### src/hdl/osmg_pkg.sv
// ---------------------------------------------------------------------------
// osmg_pkg
// types and constants shared by the sphere mesh generator modules
// ---------------------------------------------------------------------------
`default_nettype none
package osmg_pkg;

  localparam int IDX_W   = 15;
  localparam int CRD_W   = 16;
  localparam int LAT_W   = 9;
  localparam int CFG_W   = 7;
  localparam int Q_DEPTH = 2;

  localparam logic [1:0] KIND_VERT = 2'd0;
  localparam logic [1:0] KIND_TRI  = 2'd1;
  localparam logic [1:0] KIND_DONE = 2'd2;

  typedef struct packed {
    logic [1:0]              kind;
    logic [IDX_W-1:0]        index;
    logic signed [LAT_W-1:0] lat_x;
    logic signed [LAT_W-1:0] lat_y;
    logic signed [LAT_W-1:0] lat_z;
    logic [IDX_W-1:0]        corner_a;
    logic [IDX_W-1:0]        corner_b;
    logic [IDX_W-1:0]        corner_c;
    logic                    last;
  } osmg_cmd_t;

  typedef struct packed {
    logic [1:0]              kind;
    logic [IDX_W-1:0]        index;
    logic signed [CRD_W-1:0] coord_x;
    logic signed [CRD_W-1:0] coord_y;
    logic signed [CRD_W-1:0] coord_z;
    logic [IDX_W-1:0]        corner_a;
    logic [IDX_W-1:0]        corner_b;
    logic [IDX_W-1:0]        corner_c;
    logic                    mesh_done;
  } osmg_res_t;

endpackage
`default_nettype wire

### src/hdl/osmg_fifo.sv
// ---------------------------------------------------------------------------
// osmg_fifo
// short command queue between the sequencer and the normalizer
// ---------------------------------------------------------------------------
`default_nettype none
module osmg_fifo import osmg_pkg::*; (
  input  wire logic clk,
  input  wire logic rst_n,
  input  wire logic wr_en,
  input  osmg_cmd_t wr_data,
  output logic      full,
  input  wire logic rd_en,
  output osmg_cmd_t rd_data,
  output logic      rd_valid
);

  localparam int PW = $clog2(Q_DEPTH);

  osmg_cmd_t     mem_r [Q_DEPTH];
  logic [PW-1:0] wr_ptr_r, rd_ptr_r;
  logic [PW:0]   cnt_r;

  assign full     = (cnt_r == (PW+1)'(Q_DEPTH));
  assign rd_valid = (cnt_r != '0);
  assign rd_data  = mem_r[rd_ptr_r];

  always_ff @(posedge clk) begin
    if (wr_en) mem_r[wr_ptr_r] <= wr_data;
  end

  always_ff @(posedge clk) begin
    if (!rst_n) begin
      wr_ptr_r <= '0;
      rd_ptr_r <= '0;
      cnt_r    <= '0;
    end else begin
      if (wr_en) wr_ptr_r <= wr_ptr_r + 1'b1;
      if (rd_en) rd_ptr_r <= rd_ptr_r + 1'b1;
      case ({wr_en, rd_en})
        2'b10:   cnt_r <= cnt_r + 1'b1;
        2'b01:   cnt_r <= cnt_r - 1'b1;
        default: cnt_r <= cnt_r;
      endcase
    end
  end

endmodule
`default_nettype wire

### config.mk
export PLATFORM = sky130hd
export DESIGN_NAME = osmg_fifo
export DESIGN_NICKNAME = d
export VERILOG_FILES = /design/src/hdl/osmg_pkg.sv /design/src/hdl/osmg_fifo.sv
export SDC_FILE = /design/constraint.sdc
export NUM_CORES = 1
export LEC_CHECK = 0
export BUFFER_PORTS_ARGS = -buffer_cell sky130_fd_sc_hd__buf_2
export CORE_MARGIN = 2
export CORE_UTILIZATION = 50
export CTS_CLUSTER_SIZE = 24
export DETAILED_ROUTE_END_ITERATION = 10
export GPL_ROUTABILITY_DRIVEN = 0
export PLACE_DENSITY = 0.77
export SYNTH_ARGS = -nofsm -noshare
export SYNTH_HDL_FRONTEND = slang
export SYNTH_SLANG_ARGS = --single-unit
export TNS_END_PERCENT = 30
### constraint.sdc
create_clock -name clk -period 11.56 [get_ports clk]
set_input_delay 0.578 -clock clk [delete_from_list [all_inputs] [get_ports clk]]
set_output_delay 0.578 -clock clk [all_outputs]
set_load 0.02 [all_outputs]
==> flow_summary.toml <==
[status]
status = "completed"

[placement]
placed_cell_area_sq_mm = 0.007828
dp_hpwl_mm = 7.682
port_buffers = 185
pre_cts_ws_ps = 9097
dp.cells = 657

[synth]
synth-seq-cells = 185
netlist_area_sq_mm = 0.006688
synth_flop_cell = "edfxtp_1"
synth_edf_count = 180
syn_inst = 302
synthDistinctLibCells = 17
synth_top_cell_by_area = "edfxtp_1"
synth_area_leaders = "edfxtp_1 (81%), mux2_2 (15%), dfxtp_1 (1.5%)"
synth_async_sr_flop_share = 0
synth_nets = 397
synth_common_cells = "edfxtp_1 (180), mux2_2 (90), buf_2 (10)"
synth_top_area_share = 0.8082
yosysMostFrequentCell = "edfxtp_1"
ys_warn_count = 0
synth_area_per_cell_sq_um = 22.14
seq_area_frac_synth = 0.8232

[clock_network]
cts_tree = "built"
cts_buffers = 17
post_cts.repair.setup_buffers = 0
post_cts_resized = 0
clk_latency_ps = 410
cts_root_buf = "clkbuf_16"
clk_pin_slew_ps = 70
h-tree-depth = 4
clockBufferDepth = 2
hold_buffers = 0
clock_sinks = 185

[layout]
stdcell_count = 689
synthToLayoutAreaGrowth_pct = 25.65
n_antenna_cell = 0
fin_util = 0.6396
finalInstanceArea_sq_mm = 0.008403
fin_nets = 595
fillers = 963
layout-drive-gt1-share = 0.6121

[timing]
hold_viol = 0
finalWorstPathRequiredPeriod_ps = 2858
rsz0062_at_grt = "no"
skew_ps = 8.148
fmax_mhz = 350.0
slew_headroom = 0.2996
final-setup-viol-count = 0
hold_slack_ps = 344.9
maxSlewViolCount = 0
fin_ws_ps = 8703
fin_crit_sh = 0.2472
fin_setup_tns_ps = 0
tightest_slew_ps = 1051

[critical_path]
end_kind = "output port"
cp.required_ps = 10980
cp_max_fo = 82
critPathMaxStageDelay_ps = 820
crit_chain = "buf_4 -> mux2_2 -> buf_2"
crit_arrival_ps = 2280
critPathTopFamily = "buffers and inverters"
crit_buf_inv = 2
reg2reg_from = "wr_ptr_r$_SDFFE_PN0P_"
slowest_stage = "buf_4"
criticalPathCategory = "reg2out"
worst_setup_path_start_kind = "flip-flop"

[routing]
drt-total-wl_mm = 11.45
drc = 0
first_iter_violations = 200
dr.pass1.iters = 4
vias = 3406
ant_nets = 0
routedWlPerCell_um = 16.62
vias_per_cell = 4.943

[grt]
grt_start_max_net_pins = 83
grt_antenna_before_repair = 0
grt_pass1_wl_mm = 17.92
grt-ovfl-total = 0
grt_pass1_vias = 3691
grtUsageTotal = 0.1654

[floorplanning]
boundaryPins = 186
start_util = 0.5090
die_h_um = 119.7
core-area_sq_mm = 0.01314
die_x_um = 119.7
row_count = 42
fp.dieArea_sq_mm = 0.01432

[job]
cap_violations = 0

[worst_hold_path]
worstHoldStart = "wr_data[21]"
hp-class = "in2reg"

[power_and_ir_drop]
ir_drop_mv = 0.1180
finalPower_mw = 1.509
p_leak_nw = 3.154
p_per_area_mw_per_mm2 = 179.6
[cells by family (layout without fill, tap and decap cells)]
family	count (synthesis)	count (layout)	synth area share
xor gates and xnor gates	3	3	0.003930
adders and majority gates	1	1	0.001871
AOI/OAI and AO/OA	3	3	0.002994
muxes	90	90	0.1515
DFF	185	185	0.8232
buffers and inverters	11	222	0.008045
and+or+nand+nor	9	9	0.008420
[routing by layer]
layer,track usage,vias up,part of all wire
li1,-,1591,-
met1,0.1901,1676,0.39
met5,0,-,0
met2,0.2850,125,0.53
met3,0.05513,14,0.068
met4,0.06765,0,0.015
[worst paths after layout]
| path | cells past startpoint | slack (ps) | endpoint |
|---|---|---|---|
| worst min-delay path | 1 | 340 | mem_r[0][21]$_DFFE_PP_ |
| worst min register to register | 2 | 510 | cnt_r[1]$_SDFFE_PN0P_ |
| worst max-delay path | 3 | 8700 | rd_data[33] |
| worst max register to register | 2 | 9550 | mem_r[1][13]$_DFFE_PP_ |
[state kept, by name, indices dropped and copies added, names as in the netlist, named ones only]
register,cells
mem_r,180
rd_ptr_r,1
cnt_r,2
wr_ptr_r,1
[power breakdown]
group	switching, mW	internal [mW]	total [mW]
sequential	0.00915	0.775	0.784
clock	0.234	0.319	0.553
combinational	0.101	0.0707	0.172
[cell type report]
type	instances	area (sq um)	share of cell area
Clock buffer	17	425.4	0.05063
Clock inverter	15	150.1	0.01787
Inverter	1	3.754	0.0004467
Multi-Input combinational cell	106	1139	0.1355
Sequential cell	185	5509	0.6556
Tap cell	176	220.2	0.02621
Timing Repair Buffer	189	955.9	0.1138
[worst reg2reg max path, cell delays in order, from the launching register on]
cell	delay, ps
dfxtp_1	390
and2_4	530
buf_4	670
[cells in the final DEF (no fill, tap or decap), drive strengths merged, types with 2 or more instances in the layout]
cell | netlist | final
buf | 10 | 189
edfxtp | 180 | 180
mux2 | 90 | 90
clkbuf | 0 | 17
clkinv | 0 | 7
inv | 1 | 5
dfxtp | 5 | 5
and2 | 4 | 4
xnor2 | 2 | 2
clkinvlp | 0 | 2
bufinv | 0 | 2
Power figures use the tool's default switching activity.
