[src/hdl/osmg_pkg.sv]
// ---------------------------------------------------------------------------
// osmg_pkg
// types and constants shared by the sphere mesh generator modules
// ---------------------------------------------------------------------------
`default_nettype none
package osmg_pkg;

  localparam int IDX_W   = 15;
  localparam int CRD_W   = 16;
  localparam int LAT_W   = 9;
  localparam int CFG_W   = 7;
  localparam int Q_DEPTH = 2;

  localparam logic [1:0] KIND_VERT = 2'd0;
  localparam logic [1:0] KIND_TRI  = 2'd1;
  localparam logic [1:0] KIND_DONE = 2'd2;

  typedef struct packed {
    logic [1:0]              kind;
    logic [IDX_W-1:0]        index;
    logic signed [LAT_W-1:0] lat_x;
    logic signed [LAT_W-1:0] lat_y;
    logic signed [LAT_W-1:0] lat_z;
    logic [IDX_W-1:0]        corner_a;
    logic [IDX_W-1:0]        corner_b;
    logic [IDX_W-1:0]        corner_c;
    logic                    last;
  } osmg_cmd_t;

  typedef struct packed {
    logic [1:0]              kind;
    logic [IDX_W-1:0]        index;
    logic signed [CRD_W-1:0] coord_x;
    logic signed [CRD_W-1:0] coord_y;
    logic signed [CRD_W-1:0] coord_z;
    logic [IDX_W-1:0]        corner_a;
    logic [IDX_W-1:0]        corner_b;
    logic [IDX_W-1:0]        corner_c;
    logic                    mesh_done;
  } osmg_res_t;

endpackage
`default_nettype wire

[src/hdl/osmg_front.sv]
// ---------------------------------------------------------------------------
// osmg_front
// walks octants, levels and points; turns each tick into a vertex,
// triangle or finished command
// ---------------------------------------------------------------------------
`default_nettype none
module osmg_front import osmg_pkg::*; #(
  parameter int MAX_LEVELS = 64
) (
  input  wire logic             clk,
  input  wire logic             rst_n,
  input  wire logic             cfg_wr_en,
  input  wire logic [CFG_W-1:0] cfg_wr_data,
  input  wire logic             tick,
  input  wire logic             restart,
  output osmg_cmd_t             cmd
);

  localparam int LW = $clog2(MAX_LEVELS + 2);
  localparam logic [7:0] MAXL8 = 8'(MAX_LEVELS);

  typedef enum logic [1:0] {PH_VERT, PH_TRI, PH_DONE} phase_t;

  logic [CFG_W-1:0] num_levels_r;
  phase_t           phase_r, phase_nxt, ph;
  logic [2:0]       oct_r, oct_nxt, oc;
  logic [LW-1:0]    level_r, level_nxt, lv;
  logic [LW-1:0]    point_r, point_nxt, pt;
  logic             below_r, below_nxt, bl;
  logic [IDX_W-1:0] vcnt_r, vcnt_nxt, vc;
  logic [IDX_W-1:0] tcnt_r, tcnt_nxt, tc;
  logic [IDX_W-1:0] base_r, base_nxt, bs;

  logic [7:0]              lclamp;
  logic [LW-1:0]           eff_l;
  logic signed [LAT_W-1:0] ls, ps, ys;
  logic [2*LW-1:0]         tri_prod;
  logic [IDX_W-1:0]        vi;
  logic [LW:0]             pt_inc, lv_inc;

  always_comb begin
    lclamp = {1'b0, num_levels_r};
    if (lclamp == 8'd0) lclamp = 8'd1;
    if (lclamp > MAXL8) lclamp = MAXL8;
    eff_l = LW'(lclamp);
  end

  always_comb begin
    ph = restart ? PH_VERT : phase_r;
    oc = restart ? 3'd0 : oct_r;
    lv = restart ? '0 : level_r;
    pt = restart ? '0 : point_r;
    bl = restart ? 1'b0 : below_r;
    vc = restart ? '0 : vcnt_r;
    tc = restart ? '0 : tcnt_r;
    bs = restart ? '0 : base_r;

    phase_nxt = ph;
    oct_nxt   = oc;
    level_nxt = lv;
    point_nxt = pt;
    below_nxt = bl;
    vcnt_nxt  = vc;
    tcnt_nxt  = tc;
    base_nxt  = bs;
    cmd       = '0;

    ls       = LAT_W'(lv);
    ps       = LAT_W'(pt);
    ys       = LAT_W'(eff_l) - ls;
    tri_prod = (2*LW)'(lv) * (2*LW)'({1'b0, lv} + 1'b1);
    vi       = bs + IDX_W'(tri_prod >> 1) + IDX_W'(pt);
    pt_inc   = {1'b0, pt} + 1'b1;
    lv_inc   = {1'b0, lv} + 1'b1;

    unique case (ph)
      PH_VERT: begin
        cmd.kind  = KIND_VERT;
        cmd.index = vc;
        cmd.lat_y = oc[2] ? -ys : ys;
        case (oc[1:0])
          2'd0: begin
            cmd.lat_x = ps;
            cmd.lat_z = ls - ps;
          end
          2'd1: begin
            cmd.lat_x = ls - ps;
            cmd.lat_z = -ps;
          end
          2'd2: begin
            cmd.lat_x = -ps;
            cmd.lat_z = ps - ls;
          end
          default: begin
            cmd.lat_x = ps - ls;
            cmd.lat_z = ps;
          end
        endcase
        vcnt_nxt  = vc + 1'b1;
        point_nxt = pt_inc[LW-1:0];
        if (pt_inc > {1'b0, lv}) begin
          point_nxt = '0;
          level_nxt = lv_inc[LW-1:0];
          if (lv_inc > {1'b0, eff_l}) begin
            phase_nxt = PH_TRI;
            level_nxt = LW'(1);
            below_nxt = 1'b0;
          end
        end
      end
      PH_TRI: begin
        cmd.kind     = KIND_TRI;
        cmd.index    = tc;
        cmd.corner_a = vi;
        cmd.corner_b = vi + 1'b1;
        tcnt_nxt     = tc + 1'b1;
        if (bl) begin
          cmd.corner_c = vi + IDX_W'(lv) + IDX_W'(2);
          below_nxt    = 1'b0;
        end else begin
          cmd.corner_c = vi - IDX_W'(lv);
          if (lv < eff_l) below_nxt = 1'b1;
        end
        if (bl || !(lv < eff_l)) begin
          point_nxt = pt_inc[LW-1:0];
          if (pt_inc >= {1'b0, lv}) begin
            point_nxt = '0;
            level_nxt = lv_inc[LW-1:0];
            if (lv_inc > {1'b0, eff_l}) begin
              oct_nxt   = oc + 1'b1;
              base_nxt  = vc;
              level_nxt = '0;
              if (oc == 3'd7) begin
                phase_nxt = PH_DONE;
                cmd.last  = 1'b1;
              end else begin
                phase_nxt = PH_VERT;
              end
            end
          end
        end
      end
      default: begin
        cmd.kind = KIND_DONE;
      end
    endcase
  end

  always_ff @(posedge clk) begin
    if (!rst_n) begin
      num_levels_r <= CFG_W'(4);
      phase_r      <= PH_VERT;
      oct_r        <= '0;
      level_r      <= '0;
      point_r      <= '0;
      below_r      <= 1'b0;
      vcnt_r       <= '0;
      tcnt_r       <= '0;
      base_r       <= '0;
    end else begin
      if (cfg_wr_en) num_levels_r <= cfg_wr_data;
      if (tick) begin
        phase_r <= phase_nxt;
        oct_r   <= oct_nxt;
        level_r <= level_nxt;
        point_r <= point_nxt;
        below_r <= below_nxt;
        vcnt_r  <= vcnt_nxt;
        tcnt_r  <= tcnt_nxt;
        base_r  <= base_nxt;
      end
    end
  end

endmodule
`default_nettype wire

[config.mk]
export PLATFORM = sky130hd
export DESIGN_NAME = osmg_front
export DESIGN_NICKNAME = d
export VERILOG_FILES = /design/src/hdl/osmg_pkg.sv /design/src/hdl/osmg_front.sv
export SDC_FILE = /design/constraint.sdc
export NUM_CORES = 1
export LEC_CHECK = 0
export ABC_CLOCK_PERIOD_IN_PS = 22100
export BUFFER_PORTS_ARGS = -buffer_cell sky130_fd_sc_hd__buf_2
export CORE_ASPECT_RATIO = 0.6
export CORE_MARGIN = 5
export CORE_UTILIZATION = 45
export CTS_CLUSTER_DIAMETER = 100
export DETAILED_ROUTE_END_ITERATION = 10
export PLACE_DENSITY_LB_ADDON = 0.2
export SLEW_MARGIN = 0
export SYNTH_ARGS = -nofsm -noshare
export SYNTH_HDL_FRONTEND = slang
export SYNTH_SLANG_ARGS = --single-unit
[constraint.sdc]
create_clock -name clk -period 22.1 [get_ports clk]
set_clock_uncertainty 0.1 [all_clocks]
set_input_delay 2.21 -clock clk [delete_from_list [all_inputs] [get_ports clk]]
set_output_delay 2.21 -clock clk [all_outputs]
set_load 0.03 [all_outputs]
==> metrics.txt, run 1 <==
Num CTS Buffers 9; DR WL/cell 17.6 um; pre-CTS setup slack 8.24 ns; row cnt 41; diode count 0; Net Switching 0.131 mW; GRT Util Overall 23.1%; grt ovf 0; endpoint type of the worst setup path output port; post-synthesis sequential area ratio 15.1%; Pleak 5.18 nW; outcome completed; antenna viol nets, final 0; Critical Path RT 19.79 ns; Core Box Area 20900 um^2; clock root buffer clkbuf_16; DR iter-0 viols 849; # setup viols final 0; net count after synthesis 1438; PwrDens 37.7 nW/um^2; post-synth cell types 70; # clock sinks 72; f_max 0.0716 GHz; Worst VDD drop 0.0000424 V; post-synthesis average cell area 7.55 um^2; die span in x 198 um; Residual DRC 0; number of max-cap violations 0; count of port buffers added during placement 101; pin count of the biggest net entering global routing 59; CTS Hold Buffers Added 0; register bit count reported by yosys 72; Worst slew margin 35.7%; kind of critical path in -> out; CTS tree built; placed wire-length estimate 22300 um; synth cell count leaders nor2_1, ha_1, inv_1; most frequent cell after synthesis nor2_1; post-synth top area share 15.6%; Mapped Area 9560 um^2; Logic pwr share 24.9%; area grow syn2layout 10.1%; clock share of power 41.2%; Mapped Cells 1266; fill count 2122; I/O pin total 102; area leader, netlist ha_1; # resized after CTS 0; router iterations before antenna repair 5; slowest stage cell, crit path nand2b_1; period utilization 63.2%; worst hold margin 0.370 ns; crit path buf inv count 9; Vias/cell 5.72; global-route wire length before repair 45500 um; die area 24400 um^2; Worst-Skew Late Latency 0.35 ns; post-route setup TNS 0 ns; EDFF count, synth 0; Post-CTS Setup Bufs 0; Main synth FF type dfxtp_1; placed insts 1587; worst slew pin tran 0.952 ns; final cell count without fillers 1603; Flop pwr share 34.0%; Nets 1491; final worst slack 8.13 ns; Crit path largest cell delay 0.66 ns; min cycle time layout 13.97 ns; P_int 0.265 mW; Synth warnings 0; via count 9172; startpoint types input pin; Initial Util 45.7%; H-tree depth 3; Worst Hold Class reg -> reg; initial antenna violation count 0; max-slew violation count 0; DRT Wirelength 28300 um; unrepaired setup endpoints after global routing no; CTS Buffer Depth 2; maximum fanout along the worst path 24; Post-synth ARST share 0%; final hold vios 0; clock transition at the registers of the reported paths 0.06 ns; main area contributors after synthesis ha_1, dfxtp_1, fa_1; Top delay family on crit path adder cells; Die Y 123 um; layout cell share with drive strength beyond 1 11.0%; Sw Ratio 33.0%; most frequent CP cell inv_1; vias in the first global route 8309; Placer Congestion 0.903; critical path arrival 11.66 ns
sequential cells by signal (all words and copies together) (netlist names):
register and count:
num_levels_r 7, point_r 7, base_r 15, phase_r 2
level_r 7, oct_r 3, vcnt_r 15, below_r 1
tcnt_r 15
layout by cell type (no fill, tap or decap), drive strengths merged, types with 5 or more instances in the layout:
cell	instances
nor2	190
ha	119
buf	109
inv	101
nand2	84
a21oi	74
dfxtp	72
xnor2	61
o21ai	53
fa	41
nand2b	36
nand3	35
nor2b	28
xor2	28
mux2i	22
and3	22
a21o	20
nor3	17
a211oi	15
a221oi	15
a22o	15
nand4	14
and2	12
or3	11
o21a	9
clkbuf	9
a22oi	8
o22ai	8
a31oi	8
or2	7
o31ai	6
a32oi	6
clkinv	5
cell families (layout without fill, tap and decap cells):
logic type / Yosys count / after routing / synth area share (%)
simple gates: 479 / 479 / 24.2
buf+inv: 169 / 227 / 6.96
compound gates: 271 / 271 / 18.7
xor+xnor: 89 / 89 / 8.16
fa+ha+maj: 161 / 161 / 24.3
flops: 72 / 72 / 15.1
mux: 25 / 25 / 2.66
routing by layer:
| metal | share of wire [%] | wire, um | global-route usage (%) | vias up |
|---|---|---|---|---|
| met3 | 7.2 | 2030 | 4.00 | 24 |
| li1 | - | - | - | 4486 |
| met1 | 52 | 14700 | 37.1 | 4353 |
| met2 | 40 | 11400 | 32.9 | 309 |
| met4 | 0.69 | 195 | 2.45 | 0 |
| met5 | 0 | 0 | 0 | - |
worst min-delay path, cell delays in order (launching register included):
cell and delay (ns):
dfxtp_1 0.32, nand2_1 0.05, a21oi_1 0.05
power by group through the flow:
stage          registers, mW  logic [mW]  clock network [mW]
3_5_place_dp           0.138      0.0967                   0
2_1_floorplan          0.135      0.0742                   0
3_3_place_gp           0.137      0.0959                   0
4_1_cts                0.135      0.0972               0.165
6_report               0.135      0.0985               0.163
5_1_grt                0.135       0.107               0.171
final timing paths:
path / start / end / slack [ns] / cells past startpoint
setup / recovery: restart / cmd[15] / 8.13 / 33
hold reg to reg: vcnt_r[1]$_SDFFE_PN0P_ / vcnt_r[1]$_SDFFE_PN0P_ / 0.37 / 2
setup reg to reg: level_r[1]$_SDFFE_PN0P_ / base_r[13]$_SDFFE_PN0P_ / 16.95 / 14
hold / removal: vcnt_r[1]$_SDFFE_PN0P_ / vcnt_r[1]$_SDFFE_PN0P_ / 0.37 / 2
through the flow:
step | instance area, um^2 | util (%) | total power [mW]
2_1_floorplan | 9560 | - | 0.210
3_3_place_gp | 10200 | 48.7 | 0.233
3_5_place_dp | 10200 | 48.7 | 0.234
4_1_cts | 10500 | 50.3 | 0.396
5_1_grt | 10500 | 50.3 | 0.414
6_report | 10500 | 50.3 | 0.396
layout make-up:
| type | instances | area [um^2] | share of cell area [%] |
|---|---|---|---|
| clock buffer | 9 | 225 | 2.14 |
| clock inverter | 7 | 103 | 0.975 |
| inverter | 102 | 385 | 3.66 |
| multi-input combinational | 1025 | 7450 | 70.8 |
| sequential | 72 | 1440 | 13.7 |
| tap | 279 | 349 | 3.32 |
| timing repair buffer | 109 | 566 | 5.37 |
No activity file was read; power rests on OpenSTA's default activity.
==> run 2: changes to the inputs <==
--- a/config.mk
+++ b/config.mk
@@ -5,7 +5,7 @@
 export SDC_FILE = /design/constraint.sdc
 export NUM_CORES = 1
 export LEC_CHECK = 0
-export ABC_CLOCK_PERIOD_IN_PS = 22100
+export ABC_CLOCK_PERIOD_IN_PS = 12900
 export BUFFER_PORTS_ARGS = -buffer_cell sky130_fd_sc_hd__buf_2
 export CORE_ASPECT_RATIO = 0.6
 export CORE_MARGIN = 5
==> constraint.sdc (replaced) <==
create_clock -name clk -period 12.9 [get_ports clk]
set_clock_uncertainty 0.1 [all_clocks]
set_input_delay 1.29 -clock clk [delete_from_list [all_inputs] [get_ports clk]]
set_output_delay 1.29 -clock clk [all_outputs]
set_load 0.03 [all_outputs]
==> run 2 against run 1 <==
Routed wire length grew 0.19%. Sequential power increased by 71%. Critical path depth increased by 1. Cell count hardly changed. Combinational power grew 71%. Power grew 65%. First-iteration DRC count grew 22%. Largest power group unchanged. Highest routed layer unchanged.
==> metrics.txt, run 2 (synthesized netlist as in run 1, its figures left out) <==
Critical Path RT 11.51 ns (was 19.79 ns); Power Total 0.656 mW (was 0.396 mW); commonest non-fill, non-tap cell in the layout nor2_1 (unchanged); Die Y 123 um (unchanged); R2R Setup Slk 8.07 ns (was 16.95 ns); initial antenna violation count 0 (unchanged); max-slew violation count 0 (unchanged); Cell Area, Placed 10200 um^2 (about the same); die span in x 198 um (unchanged); Num CTS Buffers 9 (unchanged); end of the critical path cmd[15] (unchanged); Residual DRC 0 (unchanged); area grow syn2layout 9.94% (was 10.1%); global-route wire length before repair 45300 um (was 45500 um); f_max 0.0880 GHz; biggest regs base_r (15), tcnt_r (15), vcnt_r (15) (unchanged); Worst slew margin 29.1% (was 35.7%); router iterations before antenna repair 6 (was 5); M3 GR Usage 4.44% (was 4.00%); # clock sinks 72 (unchanged); Pleak 5.18 nW (about the same); Crit Reg-Reg Startpoint level_r[0]$_SDFFE_PN0P_ (was level_r[1]$_SDFFE_PN0P_); Worst-Skew Late Latency 0.33 ns (was 0.35 ns); R2R depth 14 (unchanged); Vias/cell 5.68 (was 5.72); post-route setup TNS 0 ns (unchanged); Nets 1492 (was 1491); row cnt 41 (unchanged); critical path arrival 9.97 ns (was 11.66 ns); Worst VDD drop 0.0000681 V (was 0.0000424 V); met1 Track Usage GR 37.0% (was 37.1%); DRT Wirelength 28300 um (about the same); DR WL/cell 17.7 um (was 17.6 um); # setup viols final 0 (unchanged); H-tree depth 3 (unchanged); final hold vios 0 (unchanged); Core Box Area 20900 um^2 (unchanged); pin count of the biggest net entering global routing 76 (was 59); Initial Util 45.7% (unchanged); endpoint type of the worst setup path output port (unchanged); Final Util 50.2% (was 50.3%); GRT busiest layer met1 (unchanged); DR iter-0 viols 1040 (was 849); hold depth 1 (was 2); design area 10500 um^2 (about the same); kind of critical path in -> out (unchanged); clock root buffer clkbuf_16 (unchanged); grt ovf 0 (unchanged); unrepaired setup endpoints after global routing no (unchanged); via count 9105 (was 9172); CTS Hold Buffers Added 0 (unchanged); met2 usage 32.0% (was 32.9%); Worst Hold Class reg -> reg (unchanged); most frequent cells in the layout nor2_1, ha_1, buf_2 (unchanged); diode count 0 (unchanged); die area 24400 um^2 (unchanged); Placer Congestion 0.914 (was 0.903); vias in the first global route 8266 (was 8309); count of port buffers added during placement 101 (unchanged); hold path startpoint base_r[12]$_SDFFE_PN0P_ (was vcnt_r[1]$_SDFFE_PN0P_); # resized after CTS 0 (unchanged); layout cell share with drive strength beyond 1 11.1% (was 11.0%); min cycle time layout 11.36 ns; I/O pin total 102 (unchanged); startpoint types input pin (unchanged); CTS Buffer Depth 2 (unchanged); maximum fanout along the worst path 12 (was 24); GRT Util Overall 23.0% (was 23.1%); Post-CTS Setup Bufs 0 (unchanged); number of max-cap violations 0 (unchanged); CTS tree built (unchanged); Crit path largest cell delay 0.54 ns (was 0.66 ns); outcome completed (unchanged); slowest stage cell, crit path fa_1 (was nand2b_1); antenna viol nets, final 0 (unchanged); placed wire-length estimate 22400 um (was 22300 um); worst slew pin tran 1.06 ns (was 0.952 ns); PwrDens 62.4 nW/um^2 (was 37.7 nW/um^2); period utilization 88.1%; RR Endpoint base_r[9]$_SDFFE_PN0P_ (was base_r[13]$_SDFFE_PN0P_); clock transition at the registers of the reported paths 0.06 ns (about the same); crit path launch restart (unchanged)
==> run 2: how the worst min path moves through the flow <==
stage                                          to  slack, ns
final                     base_r[12]$_SDFFE_PN0P_       0.37
after global routing      level_r[6]$_SDFFE_PN0P_       0.38
after CTS                 level_r[6]$_SDFFE_PN0P_       0.37
after detailed placement   base_r[5]$_SDFFE_PN0P_       0.35
after global placement    level_r[6]$_SDFFE_PN0P_       0.35
after floorplan           level_r[6]$_SDFFE_PN0P_       0.33
==> run 2: per-layer routing <==
| metal | up-vias | wire [um] |
|---|---|---|
| li1 | 4486 | - |
| met1 | 4233 | 14400 |
| met2 | 361 | 11300 |
| met3 | 25 | 2420 |
| met4 | 0 | 242 |
| met5 | - | 0 |
==> run 2: final cells by class <==
type	count	area, um^2
clock buffer	9	225
timing repair buffer	110	573
tap	279	349
clock inverter	7	80.1
inverter	102	385
multi-input combinational	1025	7450
fill	2081	10400
sequential	72	1440
==> run 2: critical path: cells and delay by family <==
| family | cells | cell delay, ns |
|---|---|---|
| AO/OA/AOI/OAI | 6 | 1.01 |
| AND/OR/NAND/NOR | 6 | 1.83 |
| adder cells (fa/ha/maj) | 10 | 3.81 |
| buffers and inverters | 8 | 0.96 |
| XOR/XNOR | 3 | 0.70 |
| multiplexers | 1 | 0.36 |
==> run 2: power breakdown <==
part           internal, mW  switching, mW  leakage (nW)
Combinational        0.0581          0.110          4.45
Clock                 0.152          0.105         0.148
Sequential            0.225        0.00517         0.582
Total                 0.436          0.220          5.18
==> run 2: stage by stage <==
step | worst slack, ns | hold slack [ns] | std cells
2_1_floorplan | 1.58 | 0.329 | 1266
3_3_place_gp | 1.90 | 0.350 | 1588
3_5_place_dp | 1.67 | 0.355 | 1588
4_1_cts | 1.64 | 0.370 | 1604
5_1_grt | 0.949 | 0.384 | 1604
6_report | 1.54 | 0.373 | 1604
==> run 3: changes to the inputs <==
--- a/config.mk
+++ b/config.mk
@@ -9,7 +9,8 @@
 export BUFFER_PORTS_ARGS = -buffer_cell sky130_fd_sc_hd__buf_2
 export CORE_ASPECT_RATIO = 0.6
 export CORE_MARGIN = 5
-export CORE_UTILIZATION = 45
+export CORE_UTILIZATION = 25
+export CTS_BUF_LIST = sky130_fd_sc_hd__clkbuf_8
 export CTS_CLUSTER_DIAMETER = 100
 export DETAILED_ROUTE_END_ITERATION = 10
 export PLACE_DENSITY_LB_ADDON = 0.2
==> run 3 against run 2 <==
Setup slack got worse by 0.11 ns. Power shrank 8.2%. Critical endpoint unchanged. First-iteration DRC count down 43%. Highest routed layer unchanged. Critical path depth down 2. Global-route usage fell by 8.1 points. Sequential power hardly changed. Routed wire length is 14% higher.
==> metrics.txt, run 3 (synthesized netlist as in run 1, its figures left out) <==
count of port buffers added during placement 101 (unchanged); Worst VDD drop 0.0000415 V (was 0.0000681 V); router iterations before antenna repair 5 (was 6); Residual DRC 0 (unchanged); row cnt 55 (was 41); DR iter-0 viols 596 (was 1040); vias in the first global route 8899 (was 8266); Vias/cell 4.94 (was 5.68); antenna viol nets, final 0 (unchanged); DRT Wirelength 32300 um (was 28300 um); worst slew pin tran 1.07 ns (was 1.06 ns); commonest non-fill, non-tap cell in the layout nor2_1 (unchanged); Critical Path RT 11.51 ns (about the same); global-route wire length before repair 51500 um (was 45300 um); die area 42400 um^2 (was 24400 um^2); fill count 4218 (was 2081); hold path startpoint base_r[14]$_SDFFE_PN0P_ (was base_r[12]$_SDFFE_PN0P_); clock transition at the registers of the reported paths 0.08 ns (was 0.06 ns); most frequent cells in the layout nor2_1, ha_1, buf_2 (unchanged); area grow syn2layout 12.3% (was 9.94%); initial antenna violation count 0 (unchanged); maximum fanout along the worst path 20 (was 12); Crit path largest cell delay 0.54 ns (about the same); # clock sinks 72 (unchanged); biggest regs base_r (15), tcnt_r (15), vcnt_r (15) (unchanged); DR WL/cell 17.5 um (was 17.7 um); Post-CTS Setup Bufs 0 (unchanged); slowest stage cell, crit path fa_1 (unchanged); placed wire-length estimate 26000 um (was 22400 um); via count 9109 (was 9105); Net Switching 0.223 mW (was 0.220 mW); Core Box Area 37700 um^2 (was 20900 um^2); min cycle time layout 11.48 ns (was 11.36 ns); CTS Hold Buffers Added 0 (unchanged); f_max 0.0871 GHz (was 0.0880 GHz); crit path launch restart (unchanged); CTS Buffer Depth 2 (unchanged); die span in x 262 um (was 198 um); outcome completed (unchanged); Die Y 161 um (was 123 um); kind of critical path in -> out (unchanged); unrepaired setup endpoints after global routing no (unchanged); GRT Util Overall 15.0% (was 23.0%); clock root buffer clkbuf_8 (was clkbuf_16); Sw Ratio 37.0% (was 33.6%); Worst-Skew Late Latency 0.40 ns (was 0.33 ns); Nets 1496 (was 1492); endpoint type of the worst setup path output port (unchanged); P_int 0.379 mW (was 0.436 mW); critical path arrival 10.09 ns (was 9.97 ns); max-slew violation count 0 (unchanged); Worst slew margin 27.8% (was 29.1%); Placer Congestion 0.875 (was 0.914); pre-CTS setup slack 1.54 ns (was 1.67 ns); # setup viols final 0 (unchanged); final worst slack 1.42 ns (was 1.54 ns); Num CTS Buffers 9 (unchanged); startpoint types input pin (unchanged); layout cell share with drive strength beyond 1 11.4% (was 11.1%); # resized after CTS 0 (unchanged); most frequent CP cell inv_1; H-tree depth 3 (unchanged); post-route setup TNS 0 ns (unchanged); number of max-cap violations 0 (unchanged); Logic pwr share 28.7% (was 25.6%); PwrDens 56.1 nW/um^2 (was 62.4 nW/um^2); Pleak 5.15 nW (was 5.18 nW); clock share of power 33.0% (was 39.2%); CTS tree built (unchanged); Worst Hold Class reg -> reg (unchanged); Initial Util 25.3% (was 45.7%); period utilization 89.0% (was 88.1%); Crit Reg-Reg Startpoint level_r[0]$_SDFFE_PN0P_ (unchanged); final hold vios 0 (unchanged); I/O pin total 102 (unchanged); Flop pwr share 38.3% (was 35.2%); grt ovf 0 (unchanged); pin count of the biggest net entering global routing 63 (was 76)
## run 3: changes by cell type in the layout (fill, tap and decap cells not counted), moves of 2 or more
cell	before	now
clkbuf_8	0	10
clkbuf_16	9	0
buf_4	9	13
clkinv_4	2	0
## run 3: stage by stage
stage / utilization, % / hold slack [ns] / total power [mW] / instance area (um^2) / cells
2_1_floorplan: - / 0.329 / 0.359 / 9560 / 1266
3_3_place_gp: 27.9 / 0.355 / 0.408 / 10500 / 1826
3_5_place_dp: 27.9 / 0.353 / 0.408 / 10500 / 1826
4_1_cts: 28.4 / 0.375 / 0.611 / 10700 / 1842
5_1_grt: 28.4 / 0.396 / 0.640 / 10700 / 1842
6_report: 28.5 / 0.369 / 0.602 / 10700 / 1843
## run 3: final cells by class
| cell class | instances | area (um^2) | share of cell area, % |
|---|---|---|---|
| Tap cell | 513 | 642 | 5.98 |
| Sequential cell | 72 | 1440 | 13.4 |
| Clock buffer | 10 | 138 | 1.28 |
| Multi-Input combinational cell | 1025 | 7450 | 69.5 |
| Antenna cell | 1 | 2.50 | 0.0233 |
| Timing Repair Buffer | 114 | 603 | 5.62 |
| Inverter | 102 | 385 | 3.59 |
| Clock inverter | 6 | 65.1 | 0.606 |
## run 3: final timing paths
check                            endpoint  slack [ns]  cells after the start
hold reg to reg   base_r[14]$_SDFFE_PN0P_        0.37                      1
hold / removal    base_r[14]$_SDFFE_PN0P_        0.37                      1
setup / recovery                  cmd[15]        1.42                     32
setup reg to reg   base_r[4]$_SDFFE_PN0P_        7.93                     14
## run 3: power groups by stage
stage / Clock [mW] / Sequential [mW] / Combinational (mW)
after floorplan: 0 / 0.232 / 0.127
after global placement: 0 / 0.236 / 0.173
after detailed placement: 0 / 0.236 / 0.173
after CTS: 0.207 / 0.230 / 0.173
after global routing: 0.217 / 0.231 / 0.192
final: 0.199 / 0.230 / 0.173
## run 3: routing by layer
layer	part of all wire, %	track usage (%)
met3	6.3	3.21
met4	1.1	2.54
met5	0	0
met2	39	21.2
met1	54	23.4
## run 3: critical path, delay by kind of cell
kind | cells | cell delay, ns
adder cells (fa/ha/maj) | 10 | 4.41
AND/OR/NAND/NOR | 5 | 1.34
buffers and inverters | 9 | 1.33
AO/OA/AOI/OAI | 5 | 0.78
XOR/XNOR | 2 | 0.59
multiplexers | 1 | 0.37
